[src/hw/rtl/assert_macros.svh]
// Assertion macros shared by the scheduler RTL.
// Every macro samples on clk and is disabled while rst_n is low.
`ifndef ASSERT_MACROS_SVH
`define ASSERT_MACROS_SVH

// Property must hold at every clock edge.
`define ASSERT_ALWAYS(label, expr, msg) \
  label: assert property (@(posedge clk) disable iff (!rst_n) (expr)) else $error(msg);

// Consequent must hold in the same cycle as the antecedent.
`define ASSERT_IMPLIES(label, ante, cons, msg) \
  label: assert property (@(posedge clk) disable iff (!rst_n) (ante) |-> (cons)) else $error(msg);

// Consequent must hold in the cycle after the antecedent.
`define ASSERT_NEXT(label, ante, cons, msg) \
  label: assert property (@(posedge clk) disable iff (!rst_n) (ante) |=> (cons)) else $error(msg);

`endif

[src/hw/rtl/pps_pkg.sv]
// Package for the preemptive priority scheduler.
// Holds table sizes, field widths and the sequencer state type; no dependencies.
`default_nettype none

package pps_pkg;

  localparam int MAX_TASKS = 16;
  localparam int TIME_BITS = 16;
  localparam int PRIO_BITS = 8;
  localparam int SLOT_W    = $clog2(MAX_TASKS);
  localparam int CNT_W     = $clog2(MAX_TASKS + 1);

  // Sequencer states.
  typedef enum logic [2:0] {
    ST_IDLE,
    ST_ADD,
    ST_SCAN,
    ST_UPDATE,
    ST_DONE
  } state_t;

endpackage

`default_nettype wire

[src/hw/rtl/preemptive_priority_scheduler.sv]
// Preemptive priority scheduler: in a single module, the task table, the scan sequencer
// and the result register. It depends on pps_pkg and on assert_macros.svh.
//
// Usage:
//   The input channel (in_valid / in_stall) carries one request per transaction:
//   in_mode = 0 adds a task to the next free slot, and in_mode = 1 advances time
//   by one tick. The result channel (out_valid / out_stall) returns exactly one
//   transaction for each request.
//   Add: the result is registered from the add state once the output register is free.
//   Tick: one compare unit walks all 16 slots, one slot per cycle, to find the
//   eligible task with the smallest priority value. The update state then computes the
//   turnaround time, and the done state computes the waiting time and registers the result.
//   in_stall is high while a request is in progress, so the block takes no new
//   request until the last one has registered its result. The next request is
//   accepted while an earlier result still waits in the output register.
//   When the receiver stalls, the result holds on the output. A finished request
//   waits in its last state, without changing the table, until the register frees.
//   Reset (rst_n low, synchronous) sets the clock to zero and empties the table.
//   No clearing pass is needed.
`default_nettype none

`include "assert_macros.svh"

module preemptive_priority_scheduler (
  input  wire logic                           clk,
  input  wire logic                           rst_n,
  // Request channel.
  input  wire logic                           in_valid,
  output logic                                in_stall,
  input  wire logic                           in_mode,
  input  wire logic [pps_pkg::TIME_BITS-1:0]  in_arrival_time,
  input  wire logic [pps_pkg::TIME_BITS-1:0]  in_burst_length,
  input  wire logic [pps_pkg::PRIO_BITS-1:0]  in_task_priority,
  // Result channel.
  output logic                                out_valid,
  input  wire logic                           out_stall,
  output logic                                out_accepted,
  output logic [pps_pkg::SLOT_W-1:0]          out_slot_id,
  output logic                                out_idle,
  output logic                                out_completed,
  output logic [pps_pkg::TIME_BITS-1:0]       out_start_tick,
  output logic [pps_pkg::TIME_BITS-1:0]       out_finish_tick,
  output logic [pps_pkg::TIME_BITS-1:0]       out_waiting_ticks,
  output logic [pps_pkg::TIME_BITS-1:0]       out_turnaround_ticks,
  output logic                                out_all_finished
);

  localparam int TB = pps_pkg::TIME_BITS;
  localparam int PB = pps_pkg::PRIO_BITS;
  localparam int SW = pps_pkg::SLOT_W;
  localparam int CW = pps_pkg::CNT_W;
  localparam int NT = pps_pkg::MAX_TASKS;

  // Sequencer and global state.
  pps_pkg::state_t state_r, state_nxt;
  logic [TB-1:0]   clock_r;
  logic [CW-1:0]   slots_used_r;

  // Captured add request.
  logic [TB-1:0]   arr_in_r;
  logic [TB-1:0]   burst_in_r;
  logic [PB-1:0]   prio_in_r;

  // Task table.
  logic [TB-1:0]   arrival_mem_r [NT];
  logic [TB-1:0]   burst_mem_r   [NT];
  logic [TB-1:0]   remain_mem_r  [NT];
  logic [PB-1:0]   prio_mem_r    [NT];
  logic [TB-1:0]   start_mem_r   [NT];
  logic [NT-1:0]   started_r, started_nxt;
  logic [NT-1:0]   live_r, live_nxt;

  // Scan and update working registers.
  logic [SW-1:0]   idx_r;
  logic            found_r;
  logic [SW-1:0]   best_r;
  logic [PB-1:0]   best_prio_r;
  logic [TB-1:0]   tat_r;
  logic [TB-1:0]   rem_dec_r;

  // Result register.
  logic            out_valid_r;
  logic            out_accepted_r;
  logic [SW-1:0]   out_slot_id_r;
  logic            out_idle_r;
  logic            out_completed_r;
  logic [TB-1:0]   out_start_tick_r;
  logic [TB-1:0]   out_finish_tick_r;
  logic [TB-1:0]   out_waiting_ticks_r;
  logic [TB-1:0]   out_turnaround_ticks_r;
  logic            out_all_finished_r;

  // Control decoded from the state.
  logic            in_fire;
  logic            out_free;
  logic            res_fire;
  logic            add_fire;
  logic            tick_fire;
  logic            scan_last;
  logic            table_full;

  // Datapath signals.
  logic [SW-1:0]   rd_addr;
  logic [SW-1:0]   add_slot;
  logic            elig;
  logic [TB-1:0]   sub_a, sub_b, sub_res;
  logic [TB-1:0]   clock_inc;
  logic            done_now;
  logic [TB-1:0]   add_burst;

  // Next-state logic of the sequencer.
  always_comb begin
    state_nxt = state_r;
    case (state_r)
      pps_pkg::ST_IDLE: begin
        if (in_valid) begin
          state_nxt = in_mode ? pps_pkg::ST_SCAN : pps_pkg::ST_ADD;
        end
      end
      pps_pkg::ST_ADD: begin
        if (out_free) begin
          state_nxt = pps_pkg::ST_IDLE;
        end
      end
      pps_pkg::ST_SCAN: begin
        if (scan_last) begin
          state_nxt = pps_pkg::ST_UPDATE;
        end
      end
      pps_pkg::ST_UPDATE: begin
        state_nxt = pps_pkg::ST_DONE;
      end
      pps_pkg::ST_DONE: begin
        if (out_free) begin
          state_nxt = pps_pkg::ST_IDLE;
        end
      end
      default: begin
        state_nxt = pps_pkg::ST_IDLE;
      end
    endcase
  end

  // Control outputs of the sequencer.
  always_comb begin
    in_stall  = 1'b1;
    res_fire  = 1'b0;
    add_fire  = 1'b0;
    tick_fire = 1'b0;
    case (state_r)
      pps_pkg::ST_IDLE: begin
        in_stall = 1'b0;
      end
      pps_pkg::ST_ADD: begin
        res_fire = out_free;
        add_fire = out_free;
      end
      pps_pkg::ST_DONE: begin
        res_fire  = out_free;
        tick_fire = out_free;
      end
      default: begin
        in_stall = 1'b1;
      end
    endcase
  end

  assign in_fire    = in_valid && !in_stall;
  assign out_free   = !out_valid_r || !out_stall;
  assign scan_last  = (idx_r == SW'(NT - 1));
  assign table_full = (slots_used_r >= CW'(NT));
  assign add_slot   = slots_used_r[SW-1:0];
  assign add_burst  = (burst_in_r == '0) ? TB'(1) : burst_in_r;
  assign clock_inc  = clock_r + TB'(1);

  // The table has a single read address: the scanned slot, or afterwards the chosen one.
  assign rd_addr = (state_r == pps_pkg::ST_SCAN) ? idx_r : best_r;
  assign elig    = live_r[rd_addr] && (arrival_mem_r[rd_addr] <= clock_r);

  // A shared subtractor computes turnaround first, then waiting time.
  always_comb begin
    if (state_r == pps_pkg::ST_UPDATE) begin
      sub_a = clock_inc;
      sub_b = arrival_mem_r[rd_addr];
    end else begin
      sub_a = tat_r;
      sub_b = burst_mem_r[rd_addr];
    end
  end
  assign sub_res  = sub_a - sub_b;
  assign done_now = found_r && (rem_dec_r == '0);

  // Next values of the per-slot flags.
  always_comb begin
    live_nxt    = live_r;
    started_nxt = started_r;
    if (add_fire && !table_full) begin
      live_nxt[add_slot]    = 1'b1;
      started_nxt[add_slot] = 1'b0;
    end
    if (tick_fire && found_r) begin
      started_nxt[best_r] = 1'b1;
      if (rem_dec_r == '0) begin
        live_nxt[best_r] = 1'b0;
      end
    end
  end

  // Control state with reset.
  always_ff @(posedge clk) begin
    if (!rst_n) begin
      state_r      <= pps_pkg::ST_IDLE;
      clock_r      <= '0;
      slots_used_r <= '0;
      live_r       <= '0;
      started_r    <= '0;
      out_valid_r  <= 1'b0;
    end else begin
      state_r   <= state_nxt;
      live_r    <= live_nxt;
      started_r <= started_nxt;
      if (add_fire && !table_full) begin
        slots_used_r <= slots_used_r + CW'(1);
      end
      if (tick_fire) begin
        clock_r <= clock_inc;
      end
      if (res_fire) begin
        out_valid_r <= 1'b1;
      end else if (!out_stall) begin
        out_valid_r <= 1'b0;
      end
    end
  end

  // Capture the request, and run the scan over the slots.
  always_ff @(posedge clk) begin
    if (in_fire) begin
      arr_in_r    <= in_arrival_time;
      burst_in_r  <= in_burst_length;
      prio_in_r   <= in_task_priority;
      idx_r       <= '0;
      found_r     <= 1'b0;
      best_r      <= '0;
      best_prio_r <= '0;
    end else if (state_r == pps_pkg::ST_SCAN) begin
      idx_r <= idx_r + SW'(1);
      if (elig && (!found_r || (prio_mem_r[rd_addr] < best_prio_r))) begin
        found_r     <= 1'b1;
        best_r      <= idx_r;
        best_prio_r <= prio_mem_r[rd_addr];
      end
    end
    if (state_r == pps_pkg::ST_UPDATE) begin
      tat_r     <= sub_res;
      rem_dec_r <= remain_mem_r[rd_addr] - TB'(1);
    end
  end

  // Table writes: a new task on an add, or the running task on a tick.
  always_ff @(posedge clk) begin
    if (add_fire && !table_full) begin
      arrival_mem_r[add_slot] <= arr_in_r;
      burst_mem_r[add_slot]   <= add_burst;
      remain_mem_r[add_slot]  <= add_burst;
      prio_mem_r[add_slot]    <= prio_in_r;
      start_mem_r[add_slot]   <= '0;
    end
    if (tick_fire && found_r) begin
      remain_mem_r[best_r] <= rem_dec_r;
      if (!started_r[best_r]) begin
        start_mem_r[best_r] <= clock_r;
      end
    end
  end

  // Result register payload.
  always_ff @(posedge clk) begin
    if (res_fire) begin
      out_all_finished_r <= ~|live_nxt;
      if (add_fire) begin
        out_accepted_r         <= !table_full;
        out_slot_id_r          <= table_full ? '0 : add_slot;
        out_idle_r             <= 1'b0;
        out_completed_r        <= 1'b0;
        out_start_tick_r       <= '0;
        out_finish_tick_r      <= '0;
        out_waiting_ticks_r    <= '0;
        out_turnaround_ticks_r <= '0;
      end else begin
        out_accepted_r  <= 1'b0;
        out_slot_id_r   <= found_r ? best_r : '0;
        out_idle_r      <= !found_r;
        out_completed_r <= done_now;
        if (done_now) begin
          out_start_tick_r       <= started_r[best_r] ? start_mem_r[best_r] : clock_r;
          out_finish_tick_r      <= clock_inc;
          out_waiting_ticks_r    <= sub_res;
          out_turnaround_ticks_r <= tat_r;
        end else begin
          out_start_tick_r       <= '0;
          out_finish_tick_r      <= '0;
          out_waiting_ticks_r    <= '0;
          out_turnaround_ticks_r <= '0;
        end
      end
    end
  end

  assign out_valid            = out_valid_r;
  assign out_accepted         = out_accepted_r;
  assign out_slot_id          = out_slot_id_r;
  assign out_idle             = out_idle_r;
  assign out_completed        = out_completed_r;
  assign out_start_tick       = out_start_tick_r;
  assign out_finish_tick      = out_finish_tick_r;
  assign out_waiting_ticks    = out_waiting_ticks_r;
  assign out_turnaround_ticks = out_turnaround_ticks_r;
  assign out_all_finished     = out_all_finished_r;

  // Checks on the table bookkeeping and the result encoding.
  `ASSERT_ALWAYS(a_used_bound, slots_used_r <= CW'(NT), "slot count beyond table size")
  `ASSERT_ALWAYS(a_live_in_used, (live_r >> slots_used_r) == '0, "live slot above fill")
  `ASSERT_NEXT(a_clock_step, tick_fire, clock_r == $past(clock_r) + TB'(1), "tick clock step")
  `ASSERT_IMPLIES(a_done_enc, out_valid_r && out_completed_r,
                  !out_idle_r && !out_accepted_r, "completion flags conflict")

endmodule

`default_nettype wire

[config.mk]
export PLATFORM = sky130hd
export DESIGN_NAME = preemptive_priority_scheduler
export DESIGN_NICKNAME = d
export VERILOG_FILES = /design/src/hw/rtl/pps_pkg.sv /design/src/hw/rtl/preemptive_priority_scheduler.sv
export VERILOG_INCLUDE_DIRS = /design/src /design/src/hw/rtl
export SDC_FILE = /design/constraint.sdc
export NUM_CORES = 2
export LEC_CHECK = 0
export BUFFER_PORTS_ARGS = -buffer_cell sky130_fd_sc_hd__clkbuf_2
export CAP_MARGIN = 10
export CORE_ASPECT_RATIO = 0.7
export CORE_MARGIN = 5
export CORE_UTILIZATION = 55
export CTS_BUF_LIST = sky130_fd_sc_hd__clkbuf_8 sky130_fd_sc_hd__clkbuf_16
export CTS_CLUSTER_DIAMETER = 40
export DETAILED_ROUTE_END_ITERATION = 16
export GPL_ROUTABILITY_DRIVEN = 0
export GPL_TIMING_DRIVEN = 1
export PLACE_DENSITY = 0.8
export SLEW_MARGIN = 5
export SYNTH_ARGS = -nofsm -noshare
export SYNTH_HDL_FRONTEND = slang
export SYNTH_SLANG_ARGS = --single-unit
[constraint.sdc]
create_clock -name clk -period 4.97 [get_ports clk]
set_input_delay 0.497 -clock clk [delete_from_list [all_inputs] [get_ports clk]]
set_output_delay 0.497 -clock clk [all_outputs]
set_load 0.02 [all_outputs]
Word level (Yosys, flattened, before mapping)

Memories as Yosys holds them, arrays and structs flattened. A register that Yosys moved wholly into a read port is not among the register bits.
Index checks and enable logic that the tools add are counted.

Add/subtract/negate cells: 5
Order comparisons: 8
Equal/unequal tests: 9
Mux-type cells: 44
Bitwise logic cells: 7
Reductions and logical operators: 25

Operators with widths:

| operator                                                   | count |
|---|---|
| two-way mux 16 bit                                         | 10 |
| OR reduction 16 bit                                        | 3 |
| AND 16 bit                                                 | 2 |
| logical NOT 16 bit                                         | 2 |
| NOT 16 bit                                                 | 2 |
| OR 16 bit                                                  | 2 |
| two-way mux 4 bit                                          | 6 |
| two-way mux 1 bit                                          | 19 |
| adder 16 x 1 -> 16 bit, second input constant              | 1 |
| less-or-equal comparator 16 bit                            | 1 |
| subtractor 16 x 1 -> 16 bit, second input constant         | 1 |
| subtractor 16 bit                                          | 1 |
| less-than comparator 4 x 5 -> 1 bit, second input constant | 3 |
| case mux 3 bit (4 select lines)                            | 1 |
| two-way mux 3 bit                                          | 3 |
| binary-select mux 1 bit (select 4 bit)                     | 2 |
| demux 1 bit (select 4 bit)                                 | 2 |
| >= comparator 4 x 1 -> 1 bit, second input constant        | 2 |
| logical AND 1 bit                                          | 8 |
| less-than comparator 8 bit                                 | 1 |
| == test 3 x 2 -> 1 bit, second input constant              | 2 |
| adder 5 x 1 -> 5 bit, second input constant                | 1 |
| >= comparator 5 bit, second input constant                 | 1 |
| logical NOT 1 bit                                          | 5 |
| other kinds (13)                                           | 17 |

Register bits after elaboration: 202
RAM bits: 1152
Output and inout port bits: 74
Memories kept: 5

Memory list:

| memory        | depth | bits a word | read ports | clocked after memory_dff | wr ports | line                                | source |
|---|---|---|---|---|---|---|---|
| arrival_mem_r | 16    | 16          | 1          | 0                        | 1        | preemptive_priority_scheduler.sv:65 | `logic [TB-1:0] arrival_mem_r [NT];` |
| burst_mem_r   | 16    | 16          | 1          | 0                        | 1        | preemptive_priority_scheduler.sv:66 | `logic [TB-1:0] burst_mem_r [NT];` |
| remain_mem_r  | 16    | 16          | 1          | 0                        | 1        | preemptive_priority_scheduler.sv:67 | `logic [TB-1:0] remain_mem_r [NT];` |
| start_mem_r   | 16    | 16          | 1          | 1                        | 1        | preemptive_priority_scheduler.sv:69 | `logic [TB-1:0] start_mem_r [NT];` |
| prio_mem_r    | 16    | 8           | 1          | 0                        | 1        | preemptive_priority_scheduler.sv:68 | `logic [PB-1:0] prio_mem_r [NT];` |

Logic depth before layout (Yosys ltp)

Depth after elaboration: 11
Gate-level depth with buffers: 25
Depth with buffers taken out: 19

Worst setup path after synthesis

No wires, ideal clock.

Path kind: register to register
Start: reg state_r[2]
End: reg out_waiting_ticks_r[14] (netlist: out_waiting_ticks[14]) (data pin)
Setup time: 0.255 ns
Data arrival time: 5.146 ns
Data required time: 4.715 ns
Slack: -0.431 ns
Cell stages (with the launch flop): 26
Period minus slack after synthesis: 5.401 ns
Path through: dfxtp_1 > buf_6 > or3b_1 > buf_6 > mux2_4 > buf_2 > clkbuf_1 > buf_1 > buf_1 > mux4_2 > nand2_1 > nand3_1 > nand2_1 > o21ai_0 > ha_1 > inv_1 > fa_1 > a21o_1 > a21oi_1 > o21bai_1 > a31o_2 > a41oi_1 > nor4b_1 > o31ai_1 > xnor2_1 > and2_1

Cells in the longest elaborated chain, start to end: 5
Elaborated cells on any way between the ends: 11
Classes of those cells: add/sub: 1; eq/ne: 3; mux: 4; reduce/logical: 1; memory: 2

RTL lines:

| what                                                | line                                 | source |
|---|---|---|
| from (decl)                                         | preemptive_priority_scheduler.sv:55  | `pps_pkg::state_t state_r, state_nxt;` |
| from (signal assigned)                              | preemptive_priority_scheduler.sv:212 | `state_r <= pps_pkg::ST_IDLE;` |
| from (signal assigned)                              | preemptive_priority_scheduler.sv:219 | `state_r <= state_nxt;` |
| == test 3 x 2 -> 1 bit                              | preemptive_priority_scheduler.sv:177 | `assign rd_addr = (state_r == pps_pkg::ST_SCAN) ? idx_r : best_r;` |
| two-way mux 4 bit                                   | preemptive_priority_scheduler.sv:177 |  |
| memory read (16 x 16 bit), on equally long branches | n/a                                  |  |
| two-way mux 16 bit                                  | preemptive_priority_scheduler.sv:182 | `if (state_r == pps_pkg::ST_UPDATE) begin` |
| subtractor 16 bit *                                 | preemptive_priority_scheduler.sv:190 | `assign sub_res = sub_a - sub_b;` |
| via sub_res[14]                                     | preemptive_priority_scheduler.sv:106 | `logic [TB-1:0] sub_a, sub_b, sub_res;` |
| to (signal assigned)                                | preemptive_priority_scheduler.sv:298 | `out_waiting_ticks_r <= sub_res;` |
| to (decl)                                           | preemptive_priority_scheduler.sv:89  | `logic [TB-1:0] out_waiting_ticks_r;` |

The timed path passes the listed nets; every way through them passes the cells marked *.
A chain may end at the register's enable or synchronous reset.

Final worst setup path

Start: reg state_r[1]
End: reg out_waiting_ticks_r[14] (netlist: out_waiting_ticks[14]) (data pin)

The elaborated chain is that of the path after synthesis.

==> flow_summary.ini <==
[run_status]
status = completed

[final_layout]
area_delta_synth_final_pct = 14.0
drive_gt1_share_pct = 22.8
n_fill_cell = 6644
layout.cells.non_filler = 4940
design_area_um2 = 63200
finalNetCount = 3592

[global_route]
gr-usage-met1_pct = 36.9
antenna_found_initial = 5
globalRouteTotalUtil_pct = 25.8
grt_pass1_wl_um = 204000
grt-ovfl-total = 0
grt_pass1_vias = 31500
grt_util_met3_pct = 6.98
met2_usage_pct = 39.2
grt-busiest-layer = met2
grt_max_degree = 96

[sta]
slew_violations = 0
max_slew_margin_pct = 16.8
finalHoldViolCount = 0
fin_ws_ns = 0.125
min_period_over_period_pct = 97.5
clock.fmax_mhz = 206
setup_viol = 0
skew_ns = 0.0381
tightest_slew_ns = 1.25
timing.final.crit_period_ns = 4.84
rsz0062_at_grt = false

[synthesis]
synth_area_um2 = 55400
syn_avg_cell_area_um2 = 17.2
yosysWarnings = 0
yosys.area_share.simple_pct = 6.68
synth_fa_ha_area_share_pct = 1.05
synth_top_cell_by_area = edfxtp_1
syn-num-nets = 3307
synthCells = 3216
synth-edff-count = 1296
ys_seq_area_share_pct = 72.9
synth_top_family_by_area = multiplexers
ys.flop_type = edfxtp_1
yosysTopAreaCellShare_pct = 70.2
async_flop_share_pct = 0
muxShareOfSynthArea_pct = 12.8
synth_compound_area_share_pct = 3.52
ys_ff_latch = 1370
synth_most_common_cell = edfxtp_1
synth_cell_types = 77
synthTopCellsByCount = 1296 x edfxtp_1, 357 x nand2_1, 249 x mux4_2
netlist_top_cells_area = edfxtp_1 70%, mux4_2 10%, dfxtp_1 2.7%, nand2_1 2.4%, mux2i_1 2.3%
synth-xor-area-share_pct = 1.04

[placement]
dp.cells = 4657
placed_area_um2 = 58400
pre_cts_slack_ns = -0.222
portBuffers = 118
dp_hpwl_um = 81600

[route]
drtAntennaViolNets = 0
drt_wl_total_um = 140000
firstDrtPassIters = 7
wl_per_cell_um = 28.3
drc = 0
vias = 31800
vias_per_cell = 6.43
drtIter0Drc = 4838

[floorplan]
start_util_pct = 55.4
die_h_um = 276
coreArea_um2 = 100000
std_cell_rows = 97
ioPinCount = 119
die_area_um2 = 107000
die_x_um = 389

[clocking]
clkTransAtPathRegs_ns = 0.07
cts_tree = built
clockRootBuffer = clkbuf_16
htree_levels = 4
clock_path_buffers = 3
clock_sinks = 1370
numCtsBuffers = 130
insertion_delay_ns = 0.76

[setup_path]
r2r-end = out_waiting_ticks[14]
required_ns = 5.49
r2r_cells = 20
critPathKind = flip-flop to flip-flop
worstSetupEndpointType = flip-flop
arrival_ns = 5.37
rrSetupSlack_ns = 0.13
timing.rr.start = state_r[1]
startpoint_type = flip-flop
critPathMaxFanout = 14

[hold_path]
hold_class = input port to flip-flop
min_to = slots_used_r[4]
whs_path_depth = 2
hold_start = rst_n

[power_and_ir_drop]
ir_drop_mv = 0.375
power_density_nw_per_um2 = 401
p_leak_uw = 0.0216

[run]
cap_violations = 0
## sequential cells by signal, summed over array words and instances, names as in the netlist, 5 cells and up
register / flops
rem_dec_r: 16
prio_mem_r: 128
out_finish_tick: 16
prio_in_r: 8
started_r: 16
slots_used_r: 5
out_start_tick: 16
burst_mem_r: 256
clock_r: 16
out_turnaround_ticks: 16
start_mem_r: 256
live_r: 16
arrival_mem_r: 256
tat_r: 16
best_prio_r: 8
out_waiting_ticks: 16
arr_in_r: 16
burst_in_r: 16
remain_mem_r: 256
## routing by layer
metal	part of all wire, %	routed length [um]
met1	38	53300
met2	46	64500
met3	13	18400
met4	2.5	3540
met5	0	0
## what timing repair did
item,in CTS,in global routing
hold buffers,41,0
setup buffers,0,4
setup endpoints to repair,8,14
pin swaps,0,4
gates cloned,0,2
endpoints found under the hold margin,41,0
gates resized for setup,3,16
## cell type report
| class | instances | area, um2 | area share (%) |
|---|---|---|---|
| clock buffers | 137 | 3390 | 5.37 |
| inverters | 61 | 229 | 0.362 |
| well taps | 1336 | 1670 | 2.64 |
| diodes | 3 | 7.51 | 0.0119 |
| repair buffers | 344 | 2560 | 4.04 |
| clock inverters | 95 | 845 | 1.34 |
| flip-flops and latches | 1370 | 40400 | 63.9 |
| multi-input cells | 1594 | 14100 | 22.3 |
## worst max-delay path by stage
stage | to | from | depth (start not counted)
floorplan | out_waiting_ticks[14] | state_r[2] | 25
finish | out_waiting_ticks[14] | state_r[1] | 20
global route | tat_r[15] | state_r[1] | 17
detailed placement | out_waiting_ticks[14] | state_r[1] | 20
CTS | out_waiting_ticks[14] | state_r[2] | 21
global placement | out_waiting_ticks[14] | state_r[2] | 20
## power breakdown
group / internal (uW) / total, uW / switching [uW]
clock: 5570 / 9910 / 4340
combinational: 906 / 2270 / 1370
sequential: 13000 / 13100 / 187
total: 19400 / 25300 / 5890
## worst max-delay path, stage by stage (launching register included)
cell and delay, ns:
dfxtp_1 0.32, buf_4 0.17, nor3b_2 0.36, mux2_2 0.61
nand2_1 0.10, nand3_1 0.13, nand2_1 0.12, o21ai_2 0.24
buf_4 0.16, ha_1 0.17, inv_1 0.07, fa_1 0.46
a21o_1 0.19, a21oi_2 0.20, o21bai_1 0.11, a31o_2 0.28
a41oi_2 0.22, nor4b_4 0.25, o31ai_1 0.14, xnor2_1 0.15
and2_1 0.15
## cell usage in the layout (no fill, tap or decap), types with 9 or more instances in the layout
cell type,n
nor2_1,141
dlygate4sd3_1,41
a21oi_1,54
a2bb2oi_1,11
and2_1,47
nor3_1,29
xor2_1,17
a31oi_1,39
mux4_2,249
clkbuf_16,136
nand4_1,15
a22oi_1,16
o21a_1,22
inv_1,70
dfxtp_1,70
inv_2,15
and3_1,57
ha_1,45
inv_6,14
a211oi_1,16
clkbuf_2,118
xnor2_1,49
o22ai_1,9
edfxtp_1,1296
a21o_1,10
o21ai_0,27
buf_4,170
nand3_1,83
nor2b_1,30
mux2_2,17
mux2i_1,127
clkinv_1,17
clkinv_2,15
nand2_1,355
bufinv_16,11
## per-stage QoR
stage | total power [uW] | setup TNS, ns | hold slack [ns] | util [%]
after floorplan | 14800 | 0 | 0.448 | -
after global placement | 15500 | -0.106 | 0.460 | 58.4
after detailed placement | 15500 | -0.553 | 0.464 | 58.4
final | 25300 | 0 | 0.141 | 63.2
after CTS | 25300 | 0 | 0.107 | 63.0
after global routing | 26100 | 0 | 0.132 | 63.2
## logic make-up after synthesis
| logic type | Yosys count |
|---|---|
| flops | 1370 |
| simple gates | 804 |
| mux | 396 |
| compound gates | 282 |
| buf+inv | 252 |
| xor+xnor | 66 |
| fa+ha+maj | 46 |
No activity file was read; power rests on OpenSTA's default activity.
